### src/pfra_pkg.sv
// ----------------------------------------------------------------------------
// pfra_pkg
// Shared types, constants and helpers of the page frame refcount allocator.
// ----------------------------------------------------------------------------
package pfra_pkg;

	localparam int NUM_PAGES = 4096;
	localparam int ADDR_W    = $clog2(NUM_PAGES);
	localparam int CNT_W     = ADDR_W + 1;
	localparam int PAGE_W    = 20;
	localparam int CFG_W     = 21;
	localparam int IDX_W     = 2;
	localparam int REF_W     = 8;
	localparam int STAT_W    = 2;
	localparam int CMD_W     = 3;

	localparam logic [IDX_W-1:0] REG_BUFFER_START = 2'd0;
	localparam logic [IDX_W-1:0] REG_APP_START    = 2'd1;
	localparam logic [IDX_W-1:0] REG_END          = 2'd2;

	localparam logic [CFG_W-1:0] BUFFER_START_RST = 21'd512;
	localparam logic [CFG_W-1:0] APP_START_RST    = 21'd1024;
	localparam logic [CFG_W-1:0] END_RST          = 21'd4096;

	localparam logic [CMD_W-1:0] CMD_INIT       = 3'd0;
	localparam logic [CMD_W-1:0] CMD_ALLOC_BUF  = 3'd1;
	localparam logic [CMD_W-1:0] CMD_ALLOC_APP  = 3'd2;
	localparam logic [CMD_W-1:0] CMD_FREE       = 3'd3;
	localparam logic [CMD_W-1:0] CMD_ADD_REF    = 3'd4;

	localparam logic [REF_W-1:0] CNT_FREE     = 8'd0;
	localparam logic [REF_W-1:0] CNT_ONE      = 8'd1;
	localparam logic [REF_W-1:0] CNT_MAX      = 8'd254;
	localparam logic [REF_W-1:0] CNT_RESERVED = 8'd255;

	localparam logic [STAT_W-1:0] ST_OK       = 2'd0;
	localparam logic [STAT_W-1:0] ST_NOFREE   = 2'd1;
	localparam logic [STAT_W-1:0] ST_NOPAGE   = 2'd2;
	localparam logic [STAT_W-1:0] ST_FREEFREE = 2'd3;

	localparam logic [1:0] CNT_HOLD = 2'd0;
	localparam logic [1:0] CNT_ZERO = 2'd1;
	localparam logic [1:0] CNT_LO   = 2'd2;
	localparam logic [1:0] CNT_INC  = 2'd3;

	localparam logic [1:0] RES_DIRECT = 2'd0;
	localparam logic [1:0] RES_FOUND  = 2'd1;
	localparam logic [1:0] RES_RMW    = 2'd2;

	typedef struct packed {
		logic [CMD_W-1:0]  cmd;
		logic [PAGE_W-1:0] page;
	} req_t;

	typedef struct packed {
		logic [PAGE_W-1:0] result_page;
		logic [REF_W-1:0]  ref_count;
		logic [STAT_W-1:0] status;
	} rsp_t;

	typedef struct packed {
		logic       in_load;
		logic [1:0] cnt_op;
		logic       fill;
		logic       fill_init;
		logic       scan;
		logic       rd_page;
		logic       rmw;
		logic       res_load;
		logic [1:0] res_sel;
		logic       out_load;
	} dp_cmd_t;

	typedef struct packed {
		logic [CMD_W-1:0] cmd;
		logic             range_ok;
		logic             cnt_last;
		logic             scan_hit;
		logic             scan_end;
		logic             out_free;
	} dp_stat_t;

	function automatic logic [CNT_W-1:0] clip(input logic [CFG_W-1:0] v);
		if (v > CFG_W'(NUM_PAGES)) begin
			return CNT_W'(NUM_PAGES);
		end
		return v[CNT_W-1:0];
	endfunction

endpackage

### src/pfra_ctrl.sv
// ----------------------------------------------------------------------------
// pfra_ctrl
// Sequencer: clearing pass, decode, init sweep, zone scan, read-modify-write.
// ----------------------------------------------------------------------------
module pfra_ctrl (
	input  logic                  clk,
	input  logic                  arst_n,
	input  logic                  req_valid,
	output logic                  req_stall,
	output pfra_pkg::dp_cmd_t     ctl,
	input  pfra_pkg::dp_stat_t    stat
);

	localparam logic [2:0] S_CLEAR  = 3'd0;
	localparam logic [2:0] S_IDLE   = 3'd1;
	localparam logic [2:0] S_DECODE = 3'd2;
	localparam logic [2:0] S_INIT   = 3'd3;
	localparam logic [2:0] S_SCAN   = 3'd4;
	localparam logic [2:0] S_MODIFY = 3'd5;
	localparam logic [2:0] S_PUSH   = 3'd6;

	logic [2:0] state_q;
	logic [2:0] state_d;

	assign req_stall = state_q != S_IDLE;

	always_comb begin
		state_d = state_q;
		ctl     = '0;
		case (state_q)
			S_CLEAR: begin
				ctl.fill   = 1'b1;
				ctl.cnt_op = pfra_pkg::CNT_INC;
				if (stat.cnt_last) begin
					state_d = S_IDLE;
				end
			end
			S_IDLE: begin
				if (req_valid) begin
					ctl.in_load = 1'b1;
					state_d     = S_DECODE;
				end
			end
			S_DECODE: begin
				case (stat.cmd)
					pfra_pkg::CMD_INIT: begin
						ctl.cnt_op = pfra_pkg::CNT_ZERO;
						state_d    = S_INIT;
					end
					pfra_pkg::CMD_ALLOC_BUF, pfra_pkg::CMD_ALLOC_APP: begin
						ctl.cnt_op = pfra_pkg::CNT_LO;
						state_d    = S_SCAN;
					end
					pfra_pkg::CMD_FREE, pfra_pkg::CMD_ADD_REF: begin
						if (stat.range_ok) begin
							ctl.rd_page = 1'b1;
							state_d     = S_MODIFY;
						end else begin
							ctl.res_load = 1'b1;
							ctl.res_sel  = pfra_pkg::RES_DIRECT;
							state_d      = S_PUSH;
						end
					end
					default: begin
						ctl.res_load = 1'b1;
						ctl.res_sel  = pfra_pkg::RES_DIRECT;
						state_d      = S_PUSH;
					end
				endcase
			end
			S_INIT: begin
				ctl.fill      = 1'b1;
				ctl.fill_init = 1'b1;
				ctl.cnt_op    = pfra_pkg::CNT_INC;
				if (stat.cnt_last) begin
					ctl.res_load = 1'b1;
					ctl.res_sel  = pfra_pkg::RES_DIRECT;
					state_d      = S_PUSH;
				end
			end
			S_SCAN: begin
				ctl.scan   = 1'b1;
				ctl.cnt_op = pfra_pkg::CNT_INC;
				if (stat.scan_hit) begin
					ctl.res_load = 1'b1;
					ctl.res_sel  = pfra_pkg::RES_FOUND;
					state_d      = S_PUSH;
				end else if (stat.scan_end) begin
					ctl.res_load = 1'b1;
					ctl.res_sel  = pfra_pkg::RES_DIRECT;
					state_d      = S_PUSH;
				end
			end
			S_MODIFY: begin
				ctl.rmw      = 1'b1;
				ctl.res_load = 1'b1;
				ctl.res_sel  = pfra_pkg::RES_RMW;
				state_d      = S_PUSH;
			end
			S_PUSH: begin
				if (stat.out_free) begin
					ctl.out_load = 1'b1;
					state_d      = S_IDLE;
				end
			end
			default: state_d = S_IDLE;
		endcase
	end

	always_ff @(posedge clk or negedge arst_n) begin
		if (!arst_n) begin
			state_q <= S_CLEAR;
		end else begin
			state_q <= state_d;
		end
	end

endmodule

### config.mk
export PLATFORM = sky130hd
export DESIGN_NAME = pfra_ctrl
export DESIGN_NICKNAME = d
export VERILOG_FILES = /design/src/pfra_pkg.sv /design/src/pfra_ctrl.sv
export SDC_FILE = /design/constraint.sdc
export NUM_CORES = 1
export LEC_CHECK = 0
export ABC_AREA = 1
export BUFFER_PORTS_ARGS = -buffer_cell sky130_fd_sc_hd__clkbuf_2
export CORE_AREA = 2 2 39 41
export DETAILED_ROUTE_END_ITERATION = 16
export DIE_AREA = 0 0 41 43
export PLACE_DENSITY = 0.73
export SLEW_MARGIN = 40
export SYNTH_ARGS = -nofsm -noshare
export SYNTH_HDL_FRONTEND = slang
export SYNTH_SLANG_ARGS = --single-unit
### constraint.sdc
create_clock -name clk -period 1.3 [get_ports clk]
set_input_delay 0.065 -clock clk [delete_from_list [all_inputs] [get_ports clk]]
set_output_delay 0.065 -clock clk [all_outputs]
set_load 0.03 [all_outputs]
Word-level counts from Yosys, hierarchy flattened. Index checks and enable logic that the tools add are counted.

Register bits after elaboration: 3. Input port bits: 11. Output and inout port bits: 13. Word-level logic and storage cells: 53.

Eq/ne operators: 16. Multiplexer cells: 28. Reduce and logical (&&, ||, !) cells: 8.

Operators with widths (count): $mux 3 (10); $pmux 3 s7 (1); $eq 3x2->1 const B (4); $eq 3x3->1 const B (4); $pmux 3 s4 (1); $mux 1 (11); $pmux 3 s3 (1); $ne 2x2->1 const B (4); $pmux 2 s2 (2); $eq 3x1->1 const B (2); $logic_not 3->1 (2); $pmux 3 s2 (1); $reduce_or 2->1 (3); $reduce_or 3->1 (2); $reduce_and 5->1 (1); $ne 3x1->1 const B (1); $ne 3x3->1 const B (1); $mux 2 (1).

Longest topological paths before layout. Gate-level depths: netlist of the first run.

Depth in word-level cells: 4. Mapped depth: 8. Depth with buffers taken out: 8.

Least setup slack after synthesis of the first run. No wires, ideal clock.

Path kind: reg-to-output. From: register state_q[2]. To: output port ctl[0] (netlist bit). Arrival time: 1.525 ns. Data required time: 1.235 ns. Path slack: -0.290 ns. Stages on the path, launching flop included: 3. Buffers on the path: 0. Cells stage by stage: dfrtp_1 -> inv_2 -> nor4_1.

RTL lines: start: declaration (line pfra_ctrl.sv:22) `logic [2:0] state_q;`; start signal: assignment (line pfra_ctrl.sv:114) `state_q <= state_d;`; end: declaration (line pfra_ctrl.sv:10) `output pfra_pkg::dp_cmd_t ctl,`.

==> metrics.txt, run 1 <==
status=finished with violations; failing checks=setup timing; peak supply drop=around 0.0013 V; DIE HEIGHT=about 43 um; Num CTS Buffers=3; IO Count=24; crit-path cells=inv_2 -> nand3_4 -> nor2_4 -> nand2_2 -> o21ai_2 -> nor2_2 -> nor2_4 -> buf_8; clock skew=roughly 0.0042 ns; Post-synth EDFFs=0; R2R Path Start=state_q[0]; most frequent cells in the layout=buf_4, nand2_1, inv_1; largest net degree at the start of global routing=8; Core Box Area=1380 sq um; Yosys Warn Count=0; routed len/inst=11.5 um; Worst setup startpoint=state_q[0]; Top FF cell, synth=dfrtp_1; async set or reset register ratio after synthesis=100%; GRT Util Overall=20.0%; Worst path top cell family by delay=simple AND/OR/NAND/NOR gates; Vias=approximately 670; P per Cell Area=2600 nW/um^2; cell mode on critical path=nor2_4; RSZ-0062 raised after global routing=yes; Setup WS post-layout=-0.168 ns; Fin Hold WS=0.169 ns; area of placed instances=653 sq um; P&R area growth vs syn=128%; H-tree levels=1; overall routed net length=1600 um; Clock transition at path regs=0.04 ns; clock root buffer=clkbuf_4; Regs by FF count=state_q: 3 flops; drt drc=0; CTS tree=yes; post-layout instance area=985 sq um; slowest CP cell=dfrtp_1; maxcap violations=0; clock period minus worst slack=~1.5 ns; fin cells=139; commonest non-fill, non-tap cell in the layout=buf_4; GPL Wtd Cong=0.768; share of layout cells above drive strength 1=65.0%; die footprint=1760 sq um; Worst setup EP type=output pin; FMAX=681 MHz; synthesis-stage register bit count=3; Fillers=110; worst hold path class=primary input to asynchronous set/reset pin; Max Buffers Root-to-Sink=2; placed cell count=124; number of antenna diodes=0; Most flops, register=state_q; Post-DRT Antenna Nets=0; Unique masters post-synth=19; largest stage delay on the critical path=approximately 0.42 ns; Final Cycle Share=113%; CP required=1.24 ns; first-pass GRT wire length=2410 um; initial drt markers=11; DRT Pass-1 Iters=4; critical path class=flop to output pin; IO buf count=23; Final setup viols=15; Die W=about 41 um; fin. max-slew vios=0; clk_lat worst skew=0.25 ns; vias in the first global route=575; synthesized area=approximately 430 sq um; Slew headroom=between 60% and 70%; Overflow after GRT=0; overall power=2.56 mW; CP startpoint kind=flop; vias per cell=4.81; sequential area share after synthesis=17.4%; Detailed Place HPWL=993 um; Largest register FFs=3; Final Hold Fails=0; Place WS=-0.0297 ns; actual slew at the worst max-slew pin=0.456 ns; Avg Inst Size Synth=about 5.7 sq um; initial antenna violation count=0; post-synth net total=88; Critical Path AT=1.40 ns; synthesized instance count=76; crit path max fanout=4; Post-layout nets=136; initial core utilization=31.2%; row count=14; leak pwr=around 0.52 nW; Num Clock Sinks=3; Buf/Inv on CP=2
[synthesized netlist by cell type, types with 2 or more instances]
library cell   n  share of area [%]
nand2_1       17                 15
inv_1         14                 12
nor2_1         9                7.8
nand3_1        5                5.8
o21ai_0        4                4.6
dfrtp_1        3                 17
inv_2          3                2.6
nand2_2        3                4.3
nand3_2        3                7.0
nor2_2         3                4.3
o21ai_1        3                3.5
a21oi_1        2                2.3
[final timing paths]
kind,to,slack [ns],cells past startpoint
worst min register to register,state_q[0],0.58,2
max in group asynchronous,state_q[1],1.01,2
min in group clk,state_q[0],0.19,5
worst max register to register,state_q[1],-0.09,11
worst min-delay path,state_q[2],0.17,2
worst max-delay path,ctl[3],-0.17,8
[timing repair]
action	CTS	global route
setup buffers	7	3
endpoints found under the hold margin	3	0
hold buffers	1	0
resized for setup	32	37
pin swaps	7	11
endpoints found under the setup margin	14	16
[metal layers]
layer  up-vias  GRT usage [%]  routed length, um
met1       305           23.6                581
li1        333              -                  -
met4         0           8.00                 25
met2        29           34.4                905
met3         2           2.09                 86
met5         -              0                  0
[cell families after synthesis]
logic type                 Yosys count  synth area share [%]
and+or+nand+nor                     45                  52.8
buffers and inverters               17                  14.8
AOI/OAI and AO/OA                   10                  12.2
DFF                                  3                  17.4
adders and majority gates            1                  2.90
[layout make-up]
type | count | area (sq um) | share of cell area [%]
clock buffers | 4 | 26.3 | 2.67
well taps | 16 | 20.0 | 2.03
multi-input cells | 56 | 432 | 43.8
repair buffers | 43 | 364 | 37.0
inverters | 17 | 66.3 | 6.73
flip-flops and latches | 3 | 76.3 | 7.75
[per-stage QoR]
stage / TNS, ns / util (%)
6_report: -1.64 / 71.2
5_1_grt: -2.62 / 71.2
4_1_cts: -1.22 / 61.8
3_5_place_dp: -0.0494 / 47.2
3_3_place_gp: -0.0233 / 47.2
2_1_floorplan: -0.210 / -
[report_power, final]
| group | switching [mW] | internal (mW) |
|---|---|---|
| clock | 0.0609 | 0.116 |
| sequential | 0.0667 | 0.143 |
| combinational | 1.18 | 0.995 |
| total | 1.31 | 1.25 |
No activity file was read; power rests on OpenSTA's default activity.
==> run 2, diff against run 1 <==
--- a/config.mk
+++ b/config.mk
@@ -7,10 +7,11 @@
 export LEC_CHECK = 0
 export ABC_AREA = 1
 export BUFFER_PORTS_ARGS = -buffer_cell sky130_fd_sc_hd__clkbuf_2
-export CORE_AREA = 2 2 39 41
+export CELL_PAD_IN_SITES_DETAIL_PLACEMENT = 1
+export CELL_PAD_IN_SITES_GLOBAL_PLACEMENT = 2
+export CORE_UTILIZATION = 17
 export DETAILED_ROUTE_END_ITERATION = 16
-export DIE_AREA = 0 0 41 43
-export PLACE_DENSITY = 0.73
+export PLACE_DENSITY = 0.8
 export SLEW_MARGIN = 40
 export SYNTH_ARGS = -nofsm -noshare
 export SYNTH_HDL_FRONTEND = slang
==> constraint.sdc (replaced) <==
create_clock -name clk -period 1.2 [get_ports clk]
set_input_delay 0.06 -clock clk [delete_from_list [all_inputs] [get_ports clk]]
set_output_delay 0.06 -clock clk [all_outputs]
set_load 0.03 [all_outputs]
==> metrics.txt, run 2 (same netlist as run 1, synthesis figures left out) <==
Num Clock Sinks=3; Post-DRT Antenna Nets=0; vias per cell=4.50; overall power=roughly 3.1 mW; largest net degree at the start of global routing=8; fin. max-slew vios=0; FMAX=672 MHz; Worst setup startpoint=state_q[1]; CP required=1.14 ns; clock skew=0.00197 ns; number of antenna diodes=0; clock root buffer=clkbuf_4; r2r worst-path depth=7; peak supply drop=~0.0013 V; critical path class=flop to output pin; GRT Util Overall=13.9%; IO buf count=23; routed len/inst=12.7 um; share of layout cells above drive strength 1=71.4%; fin util=a little under half; first-pass GRT wire length=2830 um; Vias=693; Overflow after GRT=0; Final setup viols=16; R2R Path Start=state_q[2]; crit-path cells=nor2_4 -> nand2_2 -> o21ai_1 -> nor2_2 -> nor2_4 -> buf_8; Largest register FFs=3; logic gate share of total power=85.4%; Core Box Area=approximately 2300 sq um; Setup WS post-layout=-0.287 ns; actual slew at the worst max-slew pin=0.331 ns; clk_lat worst skew=between 0.2 and 0.25 ns; most frequent cells in the layout=buf_4, nand2_1, buf_6; row count=17; Clock transition at path regs=0.04 ns; Post-layout nets=about 140; DRT Pass-1 Iters=3; IO Count=24; Max Buffers Root-to-Sink=2; switching pwr=~1.5 mW; CTS tree=yes; CP startpoint kind=flop; crit path max fanout=7; Sw Ratio=49.0%; clock period minus worst slack=~1.5 ns; status=finished with violations; Regs by FF count=state_q: 3 flops; Clk network pwr share=5.7%; Seq pwr share=just under 9%; Critical Path Stages=6; commonest non-fill, non-tap cell in the layout=buf_4; Worst setup EP type=output pin; Buf/Inv on CP=1; die footprint=2740 sq um; largest stage delay on the critical path=approximately 0.49 ns; Slew headroom=between 70 and 80%; maxcap violations=0; Most flops, register=state_q; failing checks=setup timing; overall routed net length=1960 um; P per Cell Area=2860 nW/um^2; Detailed Place HPWL=1420 um; drt drc=0; vias in the first global route=688; DIE HEIGHT=52.4 um; Cell Int Power=1.58 mW; leak pwr=~0.56 nW; Final Hold Fails=0; GPL Wtd Cong=0.901; Critical Path AT=about 1.4 ns; initial drt markers=3; initial core utilization=18.8%; P&R area growth vs syn=152%; cell mode on critical path=nor2_4; worst hold path class=primary input to asynchronous set/reset pin; initial antenna violation count=0; RSZ-0062 raised after global routing=yes; Die W=52.4 um; slowest CP cell=dfrtp_2; Num CTS Buffers=3; H-tree levels=1; Worst path top cell family by delay=flip-flops; Final Cycle Share=124%
==> run 2: layout make-up <==
class,count,area [sq um]
fill,283,1210
sequential,3,78.8
clock buffer,4,26.3
timing repair buffer,46,433
tap,28,35.0
multi-input combinational,56,444
inverter,17,68.8
==> run 2: power groups by stage <==
stage	Sequential, mW	Combinational, mW	Clock (mW)
after global routing	0.288	2.82	0.184
after detailed placement	0.263	1.76	0
after floorplan	0.262	1.09	0
after global placement	0.256	1.74	0
after CTS	0.259	2.21	0.180
final	0.277	2.65	0.177
==> run 2: path summary, 6_finish.rpt <==
path / slack [ns] / endpoint
worst max register to register: -0.17 / state_q[0]
min in group clk: 0.20 / state_q[0]
worst max-delay path: -0.29 / ctl[3]
max in group asynchronous: 0.91 / state_q[1]
worst min-delay path: 0.17 / state_q[0]
worst min register to register: 0.61 / state_q[0]
==> run 2: timing repair <==
item	CTS	global route
hold endpoints to repair	3	0
buffers inserted	4	2
gates resized for setup	37	38
setup endpoints to repair	16	16
hold buffers	1	0
pin swaps	10	9
==> run 2: through the flow <==
step,cells,cell area [sq um],hold slack [ns],worst slack [ns],TNS [ns]
after detailed placement,143,754,-0.142,-0.132,-0.811
after floorplan,76,484,-0.236,-0.0392,-0.118
final,154,1090,0.168,-0.287,-2.96
after CTS,152,953,0.155,-0.293,-3.36
after global placement,143,754,-0.143,-0.120,-0.614
after global routing,154,1090,0.184,-0.344,-3.84
==> run 2: worst reg2reg max path: stages, from the launching register on <==
cell,delay [ns]
dfrtp_2,0.43
buf_4,0.17
buf_4,0.15
nand4_1,0.15
and2_4,0.17
nand3_2,0.06
nand2_1,0.08
nand2_1,0.05
==> run 2: layer usage <==
metal | vias up | wire length (um) | GRT usage, %
li1 | 341 | - | -
met1 | 326 | 751 | 14.1
met2 | 22 | 1130 | 29.7
met3 | 4 | 52 | 0.870
met4 | 0 | 23 | 2.63
met5 | - | 0 | 0
